--- config.mk ---
export PLATFORM = sky130hd
export DESIGN_NAME = ctr_front
export DESIGN_NICKNAME = d
export VERILOG_FILES = /design/src/design/ctr_pkg.sv /design/src/design/ctr_front.sv
export SDC_FILE = /design/constraint.sdc
export NUM_CORES = 1
export LEC_CHECK = 0
export BUFFER_PORTS_ARGS = -buffer_cell sky130_fd_sc_hd__buf_2
export CAP_MARGIN = 15
export CORE_AREA = 3 3 196 198
export CTS_CLUSTER_DIAMETER = 100
export DETAILED_ROUTE_END_ITERATION = 8
export DIE_AREA = 0 0 199 201
export PLACE_DENSITY = 0.65
export SLEW_MARGIN = 20
export SYNTH_ARGS = -nofsm -noshare
export SYNTH_HDL_FRONTEND = slang
export SYNTH_SLANG_ARGS = --single-unit
--- constraint.sdc ---
create_clock -name clk -period 8.2 [get_ports clk]
set_clock_uncertainty 0.15 [all_clocks]
set_input_delay 2.46 -clock clk [delete_from_list [all_inputs] [get_ports clk]]
set_output_delay 2.46 -clock clk [all_outputs]
set_load 0.01 [all_outputs]
--- src/design/ctr_pkg.sv ---
`timescale 1ns / 1ps
// ctr_pkg: shared types, widths and the mixed quotient/remainder adder
// for the catmull-rom tessellator; used by every module of the block

package ctr_pkg;

  // field widths
  localparam int COORD_W = 32;
  localparam int RES_W = 7;
  localparam int MAX_RES_DEF = 64;
  localparam int COORD_BITS_DEF = 32;

  // internal widths, sized for the largest resolution of 64
  localparam int COEF_W = 40;   // spline coefficients a, b, c
  localparam int DIVN_W = 48;   // forward differences before division
  localparam int REM_W = 20;    // divisor 2*r^3 and remainders
  localparam int Q_W = 56;      // quotients
  localparam int R2_W = 13;     // r*r
  localparam int R3_W = 19;     // r*r*r
  localparam int JOBQ_DEPTH = 2;

  typedef logic signed [COORD_W-1:0] coord_t;
  typedef coord_t [2:0] vec_t;   // index 0 x, 1 y, 2 z

  typedef struct packed {
    coord_t pos_x;
    coord_t pos_y;
    coord_t pos_z;
    logic   restart;
  } point_in_t;

  typedef struct packed {
    coord_t out_x;
    coord_t out_y;
    coord_t out_z;
    logic   last_of_segment;
  } point_out_t;

  // one segment: four control points (index 0 oldest) and the resolution
  typedef struct packed {
    vec_t [3:0]       pts;
    logic [RES_W-1:0] res;
  } job_t;

  // value held as quotient and remainder of a division by 2*r^3
  typedef struct packed {
    logic signed [Q_W-1:0] q;
    logic [REM_W-1:0]      r;
  } mix_t;

  // divider status seen by the top level
  typedef struct packed {
    logic done_any;
    logic done_all;
  } back_stat_t;

  // add two mixed values, carrying the remainder into the quotient
  function automatic mix_t mix_add(mix_t a, mix_t b, logic [REM_W-1:0] d);
    logic [REM_W:0] s;
    logic ge;
    mix_t o;
    s = {1'b0, a.r} + {1'b0, b.r};
    ge = (s >= {1'b0, d});
    o.r = ge ? REM_W'(s - {1'b0, d}) : s[REM_W-1:0];
    o.q = a.q + b.q + {{(Q_W-1){1'b0}}, ge};
    return o;
  endfunction

endpackage

--- src/design/ctr_front.sv ---
`timescale 1ns / 1ps
// ctr_front: accepts control points, keeps the three-point window and
// hands complete segments to the job queue; depends on ctr_pkg

module ctr_front #(
  parameter int MAX_RESOLUTION = ctr_pkg::MAX_RES_DEF
) (
  input  logic                      clk,
  input  logic                      rst,
  input  logic                      push,
  output logic                      full,
  input  ctr_pkg::point_in_t        point,
  input  logic [ctr_pkg::RES_W-1:0] resolution,
  output logic                      jq_push,
  output ctr_pkg::job_t             jq_data,
  input  logic                      jq_full
);

  logic                      accept;
  logic [1:0]                cnt;
  logic [1:0]                eff_cnt;
  ctr_pkg::vec_t [2:0]       win;
  ctr_pkg::vec_t             newpt;
  logic [ctr_pkg::RES_W-1:0] rclamp;

  // input word handshake
  assign full    = jq_full;
  assign accept  = push && !jq_full;
  assign eff_cnt = point.restart ? 2'd0 : cnt;
  assign newpt   = {point.pos_z, point.pos_y, point.pos_x};

  // effective resolution
  always_comb begin
    if (resolution == '0) begin
      rclamp = ctr_pkg::RES_W'(1);
    end else if (resolution > ctr_pkg::RES_W'(MAX_RESOLUTION)) begin
      rclamp = ctr_pkg::RES_W'(MAX_RESOLUTION);
    end else begin
      rclamp = resolution;
    end
  end

  // segment job
  assign jq_push     = accept && (eff_cnt == 2'd3);
  assign jq_data.pts = {newpt, win[2], win[1], win[0]};
  assign jq_data.res = rclamp;

  // window fill count
  always_ff @(posedge clk) begin
    if (rst) begin
      cnt <= 2'd0;
    end else if (accept && eff_cnt != 2'd3) begin
      cnt <= eff_cnt + 2'd1;
    end
  end

  // window points
  always_ff @(posedge clk) begin
    if (accept) begin
      if (eff_cnt != 2'd3) begin
        win[eff_cnt] <= newpt;
      end else begin
        win[0] <= win[1];
        win[1] <= win[2];
        win[2] <= newpt;
      end
    end
  end

endmodule

==> qor.txt <==
Status: complete, no violations
Post-CTS Setup Bufs: 0
Residual DRC: 0
Slew Limit Fails: 0
Rel. slew slack: 0.451
H-tree levels: 1
Crit Path Max Fanout: 54
FP Rows: 70
Hold WC Path Type: flip-flop to flip-flop
Reg2Reg Setup Slack: 4.29 ns
TritonCTS clock tree: done
Final Worst Setup Slack: 1.74 ns
Area delta synth->final: 25.3%
Initial antenna violation count: 0
Slowest stage delay, CP: 0.55 ns
Avg Cell Area, Syn: 13.1 µm²
# IOs: 501
CTS Buf Count: 31
Grt total ovfl: 0
Vias in the first global route: 8,623
Post-synthesis sequential area ratio: 0.689
Drt wl/cell: 19.1 µm
Hold Fails Final Rpt: 0
Total wire length: 35,200 µm
Die area: 0.0400 mm²
Clock slew at reported path FFs: 0.06 ns
Final ANT Viol Nets: 0
Tot GR Track Use: 0.166
Via count: 8,901
FF-to-FF Start: cnt[0]
Hold Startpoint: cnt[1]
Root Buffer: clkbuf_16
Die height: 201 µm
Nets: 1,462
Worst Hold End: cnt[1]
Clk buf depth: 3
Initial Util: 0.344
Chip width: 199 µm
Crit path capture type: primary output
Core ar.: 0.0367 mm²
FF+latch count, synth: 290
Crit path cell chain: buf_2 > nor2b_1 > ha_4 > inv_1 > nor2_1 > buf_2
Yosys warns: 0
RSZ-0062 raised after global routing: no
Fin crit period: 6.46 ns
DP HPWL: 23,600 µm
Tcrit/Tclk final: 0.788
Post-CTS sizing: 0
Hold-fix buffers, CTS: 0
Post-synth cell types: 20
Max-cap violations: 0
Port Buffers: 500
Synthesized Nets: 1,077
CP arrival: 3.85 ns
Max frequency: 155 MHz
DRT iter0 DRCs: 446
Max rail drop VDD: 0.000148 V
Clock Latency Late Sink: 0.55 ns
Pwr Density: 208 mW/mm²
Dpl ws: 1.74 ns
Critical path's slowest cell: ha_4
Gpl congestion: 0.788
First-pass GRT wire length: 52,200 µm
Worst-margin pin slew: 0.824 ns
CP Class: primary input to primary output
Cell count of the worst reg-to-reg path: 7
Clock sink count: 290
Cell mode on critical path: buf_2
Pleak: 0.00588 µW
DR pass1 iterations: 5
Final setup fails: 0
Inserted Diodes: 0
CP required: 5.59 ns
Crit Reg-Reg Endpoint: jq_data[35]
Core Util, Final: 0.430
Synth Cell Area: 0.0126 mm²
Crit start category: primary input
Hold Crit Depth: 2
Pin count of the biggest net entering global routing: 87
Critical Path Start: point[0]
Vias per cell: 4.83
TNS Setup: 0 ns
Share of cells above drive strength 1: 0.414
Gate Count Post-Synth: 965
-- stage by stage --
stage	hold WS (ns)	std cells	total power (µW)	instance area, µm²
3_5_place_dp	0.336	1785	1940	14800
2_1_floorplan	0.298	965	1850	12600
6_report	0.355	1841	3290	15800
4_1_cts	0.349	1841	3320	15800
3_3_place_gp	0.317	1785	1940	14800
5_1_grt	0.402	1841	3400	15800
-- area by class of cell --
type / instances / area (µm²)
Timing Repair Buffer: 514 / 2610
Inverter: 3 / 11.3
Tap cell: 468 / 586
Fill cell: 3377 / 20900
Multi-Input combinational cell: 510 / 2910
Clock buffer: 34 / 787
Clock inverter: 22 / 210
Sequential cell: 290 / 8690
-- report_power, final --
group	leakage (µW)	internal [µW]	total [µW]	switching, µW
Sequential	0.00239	1660	1670	12.0
Combinational	0.00300	94.8	233	138
Clock	0.000489	813	1390	572
-- critical path, delay by kind of cell --
family	cells	cell delay, ns
buf+inv	3	0.33
fa+ha+maj	1	0.55
simple gates	2	0.50
-- cells by family after synthesis --
kind of cell,Yosys count,share of synthesized area
AO/OA/AOI/OAI,196,0.106
AND/OR/NAND/NOR,310,0.115
buffers and inverters,165,0.0852
flip-flops,290,0.689
adder cells (fa/ha/maj),4,0.00397
-- per-layer routing --
metal,part of all wire,global-route usage,vias up
li1,-,-,4129
met1,0.42,0.216,4323
met2,0.49,0.281,393
met3,0.072,0.0393,56
met4,0.022,0.0382,0
met5,0,0,-
-- state kept, by name (all words and copies together) (netlist names) --
name and flops:
jq_data 288, cnt 2
-- worst max-delay path by stage --
stage | endpoint | cells after the start
final | jq_push | 6
after global routing | jq_push | 6
after CTS | jq_push | 6
after detailed placement | jq_push | 6
after global placement | jq_push | 7
after floorplan | jq_data[100] | 4
-- cells in the final DEF (no fill, tap or decap), types with 7 or more instances in the layout --
cell type,instances
buf_4,14
edfxtp_1,288
nor2b_1,87
and2b_1,15
o21ai_0,98
clkbuf_16,31
nand2_1,195
clkinv_1,7
buf_2,500
a22o_1,95
clkinv_2,8
-- synthesized netlist by cell type, drive strengths merged --
master	instances	area, µm²
nor3b	1	12.5
nor3	1	5.00
edfxtp	288	8650
ha	4	50.1
nand2b	2	12.5
a22o	95	832
a211oi	1	7.51
buf	138	972
nor2	8	30.0
inv	3	11.3
nand2	195	732
nor2b	88	551
o21ai	98	490
and2b	15	113
dfxtp	2	40.0
a21oi	2	10.0
clkbuf	24	91.3
(Power assumes the default switching activity.)
