<file path="src/design/ctr_pkg.sv">
`timescale 1ns / 1ps
// ctr_pkg: shared types, widths and the mixed quotient/remainder adder
// for the catmull-rom tessellator; used by every module of the block

package ctr_pkg;

  // field widths
  localparam int COORD_W = 32;
  localparam int RES_W = 7;
  localparam int MAX_RES_DEF = 64;
  localparam int COORD_BITS_DEF = 32;

  // internal widths, sized for the largest resolution of 64
  localparam int COEF_W = 40;   // spline coefficients a, b, c
  localparam int DIVN_W = 48;   // forward differences before division
  localparam int REM_W = 20;    // divisor 2*r^3 and remainders
  localparam int Q_W = 56;      // quotients
  localparam int R2_W = 13;     // r*r
  localparam int R3_W = 19;     // r*r*r
  localparam int JOBQ_DEPTH = 2;

  typedef logic signed [COORD_W-1:0] coord_t;
  typedef coord_t [2:0] vec_t;   // index 0 x, 1 y, 2 z

  typedef struct packed {
    coord_t pos_x;
    coord_t pos_y;
    coord_t pos_z;
    logic   restart;
  } point_in_t;

  typedef struct packed {
    coord_t out_x;
    coord_t out_y;
    coord_t out_z;
    logic   last_of_segment;
  } point_out_t;

  // one segment: four control points (index 0 oldest) and the resolution
  typedef struct packed {
    vec_t [3:0]       pts;
    logic [RES_W-1:0] res;
  } job_t;

  // value held as quotient and remainder of a division by 2*r^3
  typedef struct packed {
    logic signed [Q_W-1:0] q;
    logic [REM_W-1:0]      r;
  } mix_t;

  // divider status seen by the top level
  typedef struct packed {
    logic done_any;
    logic done_all;
  } back_stat_t;

  // add two mixed values, carrying the remainder into the quotient
  function automatic mix_t mix_add(mix_t a, mix_t b, logic [REM_W-1:0] d);
    logic [REM_W:0] s;
    logic ge;
    mix_t o;
    s = {1'b0, a.r} + {1'b0, b.r};
    ge = (s >= {1'b0, d});
    o.r = ge ? REM_W'(s - {1'b0, d}) : s[REM_W-1:0];
    o.q = a.q + b.q + {{(Q_W-1){1'b0}}, ge};
    return o;
  endfunction

endpackage

</file>
<file path="src/design/ctr_jobq.sv">
`timescale 1ns / 1ps
// ctr_jobq: short register queue of segment jobs between front and back
// depends on ctr_pkg

module ctr_jobq (
  input  logic          clk,
  input  logic          rst,
  input  logic          wr,
  input  ctr_pkg::job_t wdata,
  output logic          full,
  input  logic          rd,
  output ctr_pkg::job_t rdata,
  output logic          empty
);

  localparam int PW = (ctr_pkg::JOBQ_DEPTH > 1) ? $clog2(ctr_pkg::JOBQ_DEPTH) : 1;
  localparam int CW = $clog2(ctr_pkg::JOBQ_DEPTH + 1);

  ctr_pkg::job_t mem [ctr_pkg::JOBQ_DEPTH];
  logic [PW-1:0] wp;
  logic [PW-1:0] rp;
  logic [CW-1:0] cnt;
  logic          do_wr;
  logic          do_rd;

  assign full  = (cnt == CW'(ctr_pkg::JOBQ_DEPTH));
  assign empty = (cnt == '0);
  assign do_wr = wr && !full;
  assign do_rd = rd && !empty;
  assign rdata = mem[rp];

  // pointers and fill count
  always_ff @(posedge clk) begin
    if (rst) begin
      wp  <= '0;
      rp  <= '0;
      cnt <= '0;
    end else begin
      if (do_wr) begin
        wp <= (wp == PW'(ctr_pkg::JOBQ_DEPTH - 1)) ? '0 : wp + PW'(1);
      end
      if (do_rd) begin
        rp <= (rp == PW'(ctr_pkg::JOBQ_DEPTH - 1)) ? '0 : rp + PW'(1);
      end
      if (do_wr && !do_rd) begin
        cnt <= cnt + CW'(1);
      end else if (do_rd && !do_wr) begin
        cnt <= cnt - CW'(1);
      end
    end
  end

  // entries
  always_ff @(posedge clk) begin
    if (do_wr) begin
      mem[wp] <= wdata;
    end
  end

endmodule

</file>
<file path="config.mk">
export PLATFORM = sky130hd
export DESIGN_NAME = ctr_jobq
export DESIGN_NICKNAME = d
export VERILOG_FILES = /design/src/design/ctr_pkg.sv /design/src/design/ctr_jobq.sv
export SDC_FILE = /design/constraint.sdc
export NUM_CORES = 1
export LEC_CHECK = 0
export BUFFER_PORTS_ARGS = -buffer_cell sky130_fd_sc_hd__buf_2
export CAP_MARGIN = 20
export CORE_ASPECT_RATIO = 1.1
export CORE_UTILIZATION = 30
export DETAILED_ROUTE_END_ITERATION = 8
export PLACE_DENSITY = 0.49
export REMOVE_ABC_BUFFERS = 1
export SLEW_MARGIN = 20
export SYNTH_ARGS = -nofsm -noshare
export SYNTH_HDL_FRONTEND = slang
export SYNTH_SLANG_ARGS = --single-unit
</file>
<file path="constraint.sdc">
create_clock -name clk -period 11.8 [get_ports clk]
set_clock_uncertainty 0.05 [all_clocks]
set_input_delay 0.59 -clock clk [delete_from_list [all_inputs] [get_ports clk]]
set_output_delay 0.59 -clock clk [all_outputs]
set_load 0.01 [all_outputs]
</file>
==> reports/results.txt, run 1 <==
The global route total overflow is 0, and the number of hold violations in the final report is 0. In the routed design, unresolved DRC markers number 0. Based on the critical path, the design can be clocked at up to 199.1 MHz.

The number of warnings printed during yosys synthesis was 0. CTS saw 787 sinks. For hold timing, the worst endpoint is mem[0][310]. Along the worst path, the maximum fanout reaches 112.

The buffers plus inverters on the worst setup path was 4. The floorplan step set the die height to 336.1 um. The run gives 6265 uW as the total internal power. The synthesized design contains 782 enable-type register cells. The worst register-to-register path begins at cnt[0]. Data arrival time of the worst path: 4380 ps.

The worst setup path is captured at a primary output. Worst reg-to-reg path cell count: 5. Broken down by cell family, the worst path's largest delay share belongs to buffers and inverters. The worst hold slack across all endpoints is 79.19 ps, and the number of H-tree branching levels is 3. For this design the top-level I/O count stands at 788. Fraction of power consumed by sequential logic: 0.422. The startpoint-to-endpoint class of the critical path was flop to primary output. The routed layout has 14.73k vias. Counting the buffers created by CTS gives 86. The number of max-slew violations in the final report was 0. Counting every instance in the synthesized netlist gives 1242. The commonest cells after synthesis are 782 x edfxtp_1, 390 x mux2_4, 43 x buf_12, 5 x dfxtp_1, 5 x nor2_1. The die covers 0.1027 mm2. By instance count, the leading cell after synthesis is edfxtp_1. In this run the most critical hold path is launched from wdata[310].

Summing every instance area after synthesis gives 0.03044 mm2. The tools report the utilization of the core after routing as 0.3798. The logs give 0 for the max-capacitance violation count and 102500 um for the wire length of the first global-routing pass. The worst setup path is launched from a flop.

Across the VDD grid, the largest voltage drop is 142.6 uV. The logs give 7980 ps for the register-to-register setup slack and 0 for the post-CTS resize count. The wire-length estimate of the detail-placed layout is 51640 um. The synthesized design contains 787 register bits. The relative contribution of combinational cells to total power is 0.261, and the number of placement rows is 122. Among all flip-flop cells after synthesis, the most frequent one is edfxtp_1. The tools report the first-pass iteration count of the detailed router as 4. From synthesis to final layout, the design area changed by 25.53%. Entering global routing, the biggest net connects 147 pins. The detail route stage leaves a number of antenna-violating nets equal to 0. The largest individual stage delay along the critical path comes from the cell buf_4.

The run gives 0.3026 as the effective utilization at floorplan. On the worst path, the slowest cell contributes a delay of 850 ps. The number of hold buffers added after CTS was 0.

Setup repair after global routing left no endpoint under its margin. The total chip power is 8596 uW, and the fraction of the yosys area taken by sequential cells is 0.7748. The run gives 9341 as the filler cell count in the final layout. The run gives 0 as the setup violation total in the final timing report. The run gives 2480 as the number of nets in the final layout.

The worst relative slew slack is 0.1869. The number of buffers between clock root and the deepest sink came out at 3. TritonCTS built the clock tree. The total power density per cell area is 225.0 mW/mm2, and the power share of the clock group is 0.317.

The flow ran to the end, and the final reports show no timing, DRC or antenna violations. The tools report the number of DRC markers in iteration 0 as 741. The synthesized area divided by synthesized cell count is 24.51 um2, and the number of global-route vias before repair is 15.64k. The switching power total was 2330 uW; the switching share of total power was 0.2711. Clock-pin slew was measured on the worst setup and hold paths at 60 ps. The analysis attributes to cell leakage a power of 0.01478 uW.

The class of the tightest hold or removal check was primary input to flop. The number of setup buffers added after CTS was 0. The fraction of final layout cells sized beyond drive strength 1 works out to 0.6131. Sorting the synthesized cells by area gives the leading types as edfxtp_1 77%, mux2_4 19%, buf_12 2.8%, dfxtp_1 0.33%, xor2_1 0.086%. The tools report the total core area as 0.1006 mm2. In this run the critical register-to-register path is captured at mem[0][350]. The global-route usage over all layers came out at 0.1362. The wire length per cell is 21.17 um. The run gives 24 as the number of antenna violations at the first check in global routing.

At the end of routability-driven placement, the weighted congestion stood at 0.8394. The run gives 15 as the count of cell types in the netlist. The depth of the worst hold-timing path was 1; the number of buffer cells added on primary ports was 787.

STA puts the critical path data required time at 11160 ps. The part of the cycle the worst path needs is 0.4257, and the area share of the leading cell type in the synthesized netlist is 0.7715. The clock network latency to the later pin of the worst-skew pair was 630 ps. Measured along the x axis, the die boundary spans 305.7 um. For the pin with the worst max-slew slack, the measured transition is 1220 ps. In this run the clock root is driven by a clkbuf_16. The critical path goes through buf_4 > buf_4 > buf_12 > mux2_2 > buf_2. The tools report the wire length after detailed routing as 73410 um. Counting I/O delays and the setup requirement, the final critical path takes 5024 ps. Cell type with the largest total area after synthesis: edfxtp_1. Dividing the detail-routed via count by the number of cells gives 4.247.

The cell that appears most often on the critical path is buf_4. The share of synthesized registers carrying an async set or reset is 0.
## state kept, by name, indices dropped and copies added (netlist names), named ones only
| register | flops |
|---|---|
| cnt | 2 |
| mem | 782 |
| rp | 1 |
| wp | 1 |
## area by class of cell
class                           count  area, um2  share of cell area
Timing Repair Buffer              798       4084              0.1069
Clock inverter                     58      618.1             0.01618
Antenna cell                       13      32.53           0.0008515
Multi-Input combinational cell    409       5977              0.1564
Sequential cell                   787      23590              0.6173
Tap cell                         1302       1629             0.04264
Clock buffer                       99       2265             0.05927
Inverter                            2      15.01           0.0003930
## layout by cell type (no fill, tap or decap), drive strengths merged
master      n
clkinvlp    2
buf       798
o21ai       3
nor2        5
mux2      391
a21oi       2
clkinv     40
diode      13
inv         6
or3         2
edfxtp    782
clkbuf     99
dfxtp       5
xor2        3
ha          1
bufinv     12
nor2b       1
and2        1
## stage by stage
stage,instances,setup WS (ps),area [um2],TNS [ps]
floorplan,1198,-4689,29560,-1713360
global placement,3298,7488,35290,0
detailed placement,3298,7410,35290,0
CTS,3455,6677,38170,0
global route,3463,6547,38190,0
finish,3468,6776,38210,0
## kinds of logic after synthesis
family | count (synthesis) | synth area share
flops | 787 | 0.7748
mux | 391 | 0.1928
buf+inv | 46 | 0.02890
simple gates | 9 | 0.001439
compound gates | 5 | 0.0008220
xor+xnor | 3 | 0.0008634
fa+ha+maj | 1 | 0.0004110
## power groups by stage
stage	combinational [uW]	sequential (uW)	clock (uW)
after global placement	2270	3690	0
after global routing	2380	3660	2900
after CTS	2290	3630	2800
after detailed placement	2280	3690	0
after floorplan	2240	4000	0
final	2240	3630	2720
## per-layer routing
layer,vias to the layer above,GRT usage,routed length (um)
li1,6678,-,-
met1,7323,0.1410,26280
met2,564,0.2412,38230
met3,141,0.05754,6419
met4,24,0.05645,2312
met5,-,0,163
## worst max-delay path by stage
| stage | start | end | slack [ps] | cells after the start |
|---|---|---|---|---|
| 6_report | flop | rdata[368] | 6780 | 5 |
| 5_1_grt | flop | rdata[368] | 6550 | 5 |
| 4_1_cts | flop | rdata[368] | 6680 | 5 |
| 3_5_place_dp | flop | rdata[368] | 7410 | 5 |
| 3_3_place_gp | flop | rdata[368] | 7490 | 5 |
| 2_1_floorplan | flop | rdata[368] | -4690 | 1 |
No activity file was read; power rests on OpenSTA's default activity.
==> inputs of run 2 (changes only) <==
clock period = 5 ns   (was 11.8 ns; I/O delays follow)
==> reports/results.txt, run 2 (synthesis gave the netlist of run 1 again) <==
The data arrival time of the worst path is 2840 ps (-1540 ps), and the flip-flop count of the largest register after layout is 782 (unchanged). In the final layout, the registers with the most flip-flops are mem x782, cnt x2. The maximum VDD drop came out at 303.7 uV (+110%). The number of nets in the final layout is 2887 (+16%).

In the layout the commonest cells are 787 x buf_2, 782 x edfxtp_1, 395 x dlygate4sd3_1. The wire length of the first global-routing pass came out at 108100 um (+5.5%). Setup repair after global routing left no endpoint under its margin. Destination of the worst register-to-register timing path: mem[0][205].

The tools report the setup violation total in the final timing report as 0 (unchanged). The run gives 4700 ps (-6460 ps) as the critical path required time. The run gives 0.4182 (+0.03837) as the utilization of the core after routing. The number of buffers between clock root and the deepest sink is 3 (unchanged), and the via count normalized by instance count is 4.224 (-0.55%). For this run, the top clock speed supported by timing is 318.3 MHz.

The number of max-slew violations in the final report is 0 (unchanged), and the total via count in the routed design is 16.31k (+11%). The fraction of power consumed by sequential logic was 0.424 (+0.002); the clock network latency to the later pin of the worst-skew pair was 650 ps (+20 ps). The run gives 14600 uW (+130%) as the total internal power. The run gives 0.1411 (+0.004895) as the global-route usage over all layers.

The tools report the number of DRC markers in iteration 0 as 696 (-6.1%). The part of the cycle the worst path needs is 0.6284, and the max-capacitance violation count is 0 (unchanged). The post-route worst setup slack is 1858 ps (-4918 ps), and the number of H-tree branching levels is 3 (unchanged). The switching share of total power is 0.2770 (+0.005945).

The fraction of final layout cells sized beyond drive strength 1 works out to 0.5141 (-0.09901). The run finished with clean final reports. The clock net sink count is 787 (unchanged), and the highest net fanout along the worst path is 67 (-40%). The area enclosed by the die boundary is 0.1027 mm2 (unchanged), and the wire length after detailed routing is 75220 um (+2.5%). The maximum number of pins on one net before global-route repair is 88 (-40%), and the HPWL after detailed placement is 51230 um (-0.80%). The tools report the number of placement rows as 122 (unchanged).

Shortest clock period the worst path allows after layout: 3142 ps. The clock transition at the register clock pins on the worst setup and hold paths after CTS works out to 60 ps (about the same). The register-to-register setup slack is 2470 ps (-5510 ps), and the placer's final routability congestion estimate is 0.7848 (-6.5%). The number of setup buffers added after CTS was 0 (unchanged). The relative contribution of combinational cells to total power was 0.279 (+0.018). Total power density per cell area: 480.2 mW/mm2 (+110%).

The number of hold violations in the final report came out at 0 (unchanged). TritonCTS built the clock tree. From synthesis to final layout, the design area changed by 38.21%. For the effective utilization at floorplan, the log shows 0.3026 (unchanged).

Counting flops per register, the top entry is mem. The worst slack after detailed placement was 2436 ps (-4973 ps); the worst hold slack across all endpoints was 274.7 ps (+195.5 ps). The dominant delay contributor by cell family on the critical path was flip-flops. The count of placed standard cells including taps was 3311 (+0.39%).

The critical path goes through buf_12 > mux2_4 > buf_2. The tools report the number of antenna violations at the first check in global routing as 7 (-71%). In this run the clock root is driven by a clkbuf_16. The tools report the nature of the critical path startpoint as a flop. The largest stage delay on the critical path came out at 1030 ps (+180 ps). The run gives 5597 uW (+140%) as the switching power total. Most frequent standard cell in the layout excluding fill and tap cells: buf_2. Critical path's slowest cell: dfxtp_4. Global route total overflow: 0 (unchanged). The buffers plus inverters on the worst setup path works out to 2 (-2).

The die span in y is 336.1 um (unchanged). The worst setup path is of the flop to primary output kind. The startpoint identified for the worst register-to-register timing path is cnt[0].

The path class of the tightest hold or removal check is primary input to flop. The number of global-route vias before repair is 17.86k (+14%), and the wire length per cell is 19.48 um (-8.0%). The number of cells on the critical path is 3 (-2). The logs give 0 (unchanged) for the number of nets still failing antenna checks after routing and 788 (unchanged) for the boundary pin count. The total core area is 0.1006 mm2 (unchanged). For the power share of the clock group, the log shows 0.297 (-0.020). Endpoint type of the worst setup path: a primary output. The worst relative slew slack was 0.3064 (+0.1195). The worst reg-to-reg path cell count was 4 (-1); the clock buffer count from CTS was 85 (-1.2%). The total chip power came out at 20200 uW (+140%). The die width came out at 305.7 um (unchanged). The number of buffer cells added on primary ports works out to 787 (unchanged).

The run gives 3862 (+11%) as the count of placed standard cells in the final layout, fillers left out. The critical path ends at rdata[332]. For the filler cell count in the final layout, the log shows 9097 (-2.6%). The run gives 4 (unchanged) as the first-pass iteration count of the detailed router.

The depth of the worst hold-timing path works out to 2 (+1). The logs give 0 (unchanged) for the number of DRC violations after detailed routing and 0.01639 uW (+11%) for the leakage power. The slew at the pin closest to its max-slew limit was 1040 ps (-179.2 ps).
[run 2: changes by cell type in the layout (fill, tap and decap cells not counted), moves of 2 or more]
cell / delta
clkbuf_16: -2
bufinv_16: -6
dlygate4sd3_1: +395
clkbuf_1: +11
buf_4: +7
buf_12: +6
clkinv_2: -9
inv_8: -2
clkinv_1: +3
diode_2: -9
[run 2: area by class of cell]
| class | instances | area, um2 | area share |
|---|---|---|---|
| Inverter | 2 | 15.01 | 0.0003569 |
| Antenna cell | 4 | 10.01 | 0.0002379 |
| Clock buffer | 108 | 2256 | 0.05363 |
| Tap cell | 1302 | 1629 | 0.03873 |
| Clock inverter | 44 | 382.9 | 0.009101 |
| Timing Repair Buffer | 1206 | 8210 | 0.1952 |
| Sequential cell | 787 | 23590 | 0.5607 |
| Multi-Input combinational cell | 409 | 5977 | 0.1421 |
[run 2: worst min-delay path by stage]
| stage | from | to |
|---|---|---|
| 5_1_grt | wdata[380] | mem[0][380] |
| 3_3_place_gp | wdata[289] | mem[0][289] |
| 3_5_place_dp | wdata[175] | mem[1][175] |
| 2_1_floorplan | rst | cnt[1] |
| 6_report | wdata[175] | mem[0][175] |
| 4_1_cts | wdata[212] | mem[1][212] |
[run 2: metrics by stage]
| step | cell area [um2] | setup TNS (ps) |
|---|---|---|
| final | 42070 | 0 |
| after global routing | 42060 | 0 |
| after CTS | 42060 | 0 |
| after detailed placement | 35460 | 0 |
| after global placement | 35460 | 0 |
| after floorplan | 29560 | -7972050 |
[run 2: power groups by stage]
stage	combinational, uW	sequential, uW	clock, uW
global placement	5470	8670	0
CTS	5780	8580	6210
global route	6010	8640	6430
floorplan	3290	9210	0
finish	5650	8560	5990
detailed placement	5490	8710	0
[run 2: per-layer routing]
layer,global-route usage,share of wire
met1,0.1502,0.37
met3,0.04481,0.071
met5,0,0.00037
met2,0.2546,0.52
met4,0.06223,0.034
[run 2: repair_timing]
action / CTS / global route
resized for setup: 0 / 0
endpoints found under the hold margin: 787 / 0
hold buffers: 395 / 0
==> inputs of run 3 (changes only) <==
clock period = 3 ns   (was 5 ns; I/O delays follow)
==> reports/results.txt, run 3 (synthesis gave the netlist of run 1 again) <==
The flow ran to the end, and the final reports show no timing, DRC or antenna violations. The logs give 16.43k (+0.72%) for the total via count in the routed design and 575.4 uV (+89%) for the maximum VDD drop. The die width is 305.7 um (unchanged). The number of nets still failing antenna checks after routing is 0 (unchanged).

Instance area after placement: 0.03575 mm2 (+0.82%). On the critical path, the stage with the largest delay is an instance of buf_4. The placer's final routability congestion estimate was 0.7930 (+1.0%). The wire length per cell came out at 19.52 um (+0.22%). Grouping stages by cell kind, the critical path spends the most delay in buffers and inverters.

The tools report the max-capacitance violation count as 0 (unchanged). The startpoint identified for the worst register-to-register timing path is cnt[0]. The worst register-to-register path ends at mem[0][203].

The boundary pin count came out at 788 (unchanged). For the final instance area, the log shows 0.04242 mm2 (+0.84%). The number of max-slew violations in the final report was 0 (unchanged). Setup violation total in the final timing report: 0 (unchanged). The clock net sink count came out at 787 (unchanged). The cell sitting at the root of the clock tree is a clkbuf_16.

The worst relative slew slack is 0.5040 (+0.1976). The fraction of final layout cells sized beyond drive strength 1 is 0.5205 (+0.006410), and the number of H-tree branching levels is 3 (unchanged). The number of hold violations in the final report is 0 (unchanged), and the clock network latency to the later pin of the worst-skew pair is 630 ps (-20 ps).

The clock transition at the register clock pins on the worst setup and hold paths after CTS was 60 ps (about the same). Leaving out fill and tap cells, the most frequent cell in the layout is buf_2. The HPWL after detailed placement was 53620 um (+4.7%); the number of cells on the critical path was 3 (unchanged). The via count normalized by instance count was 4.221 (about the same); the wire length of the first global-routing pass was 109700 um (+1.5%).

Number of buffer cells added on primary ports: 787 (unchanged). The maximum number of pins on one net before global-route repair was 69 (-22%); the highest achievable clock rate was 384.1 MHz. By startpoint and endpoint, the worst setup path is classified as flop to primary output.

The largest registers in the layout are mem x782, cnt x2. TritonCTS built the clock tree. The global-route usage over all layers was 0.1426 (+0.001498); the die span in y was 336.1 um (unchanged). The run gives 2800 ps (-1900 ps) as the critical path required time. STA classifies the critical path startpoint as a flop. The area growth from synthesis to layout is 39.38%. The effective utilization at floorplan is 0.3026 (unchanged), and the register-to-register setup slack is 840 ps (-1630 ps). The post-CTS resize count is 0 (unchanged), and the largest stage delay on the critical path is 660 ps (-370 ps).

The clock buffer count from CTS was 86 (+1.2%); the flip-flop count of the largest register after layout was 782 (unchanged). Data arrival time of the worst path: 2400 ps (-440 ps). The number of global-route vias before repair is 18.05k (+1.1%).

The number of nets in the final layout is 2915 (+0.97%). For the number of placement rows, the log shows 122 (unchanged). The tools report the first-pass iteration count of the detailed router as 6 (+2). For the finished layout, the period the worst path requires is 2603 ps.

For the number of DRC violations after detailed routing, the log shows 0 (unchanged). The total power density per cell area works out to 802.6 mW/mm2 (+67%). mem holds more flip-flops than any other register. The class of the tightest hold or removal check was primary input to flop. The slew at the pin closest to its max-slew limit was 744.0 ps (-296.3 ps).

The number of DRC markers in iteration 0 was 681 (-2.2%). Leakage power: 0.01659 uW (+1.2%). The run gives 0 (unchanged) as the global route total overflow. Traced cell by cell, the critical path runs through buf_4 > mux2_4 > buf_2. In the layout the commonest cells are 787 x buf_2, 782 x edfxtp_1, 395 x dlygate4sd3_1. The run gives 0 (unchanged) as the number of setup buffers added after CTS. The worst setup path is captured at a primary output. Setup repair after global routing left no endpoint under its margin. The buffers plus inverters on the worst setup path was 2 (unchanged). The wire length after detailed routing is 75990 um (+1.0%), and the worst reg-to-reg path cell count is 4 (unchanged). The total core area is 0.1006 mm2 (unchanged), and the number of buffers between clock root and the deepest sink is 3 (unchanged). The most critical setup path has its endpoint at rdata[293]. The area enclosed by the die boundary was 0.1027 mm2 (unchanged); the part of the cycle the worst path needs was 0.8678. The run gives 0 ps (unchanged) as the total negative slack. The number of antenna violations at the first check in global routing was 5 (-2); the highest net fanout along the worst path was 38 (-43%).
==> run 3: metal layers <==
metal	GRT usage	wire length [um]	vias to the layer above
met1	0.1526	28140	8176
met3	0.04557	5278	127
met2	0.2591	39980	581
met5	0	0	-
met4	0.05645	2588	0
li1	-	-	7548
==> run 3: how the worst min path moves through the flow <==
| stage | start | endpoint | slack, ps | cells past startpoint |
|---|---|---|---|---|
| 2_1_floorplan | rst | cnt[1] | 170 | 1 |
| 3_3_place_gp | wdata[46] | mem[0][46] | 290 | 1 |
| 3_5_place_dp | wdata[194] | mem[1][194] | 290 | 1 |
| 4_1_cts | wdata[314] | mem[1][314] | 100 | 2 |
| 5_1_grt | wdata[225] | mem[1][225] | 140 | 2 |
| 6_report | wdata[212] | mem[1][212] | 180 | 2 |
==> run 3: layout make-up <==
type	count	area, um2
Clock inverter	50	435.4
Tap cell	1302	1629
Multi-Input combinational cell	409	5977
Sequential cell	787	23590
Clock buffer	105	2266
Antenna cell	5	12.51
Timing Repair Buffer	1233	8501
Fill cell	9046	58170
Inverter	2	15.01
==> run 3: metrics by stage <==
stage / hold slack, ps / utilization / setup WS, ps / total power (uW) / std cells
final: 184.5 / 0.4217 / 396.7 / 34050 / 3893
after global routing: 137.6 / 0.4217 / 256.6 / 35470 / 3892
after CTS: 97.60 / 0.4216 / 273.8 / 34640 / 3888
after detailed placement: 291.2 / 0.3554 / 822.8 / 23850 / 3338
after global placement: 287.4 / 0.3554 / 808.6 / 23770 / 3338
after floorplan: 169.1 / - / -13050 / 18450 / 1198
==> run 3: where the power goes <==
part | internal, uW | switching [uW]
Combinational | 4850 | 4860
Sequential | 13800 | 366
Clock | 5950 | 4220
Total | 24600 | 9450
==> run 3: what timing repair did <==
action,in CTS,in global routing
hold buffers,395,0
hold endpoints to repair,787,0
setup endpoints to repair,0,0
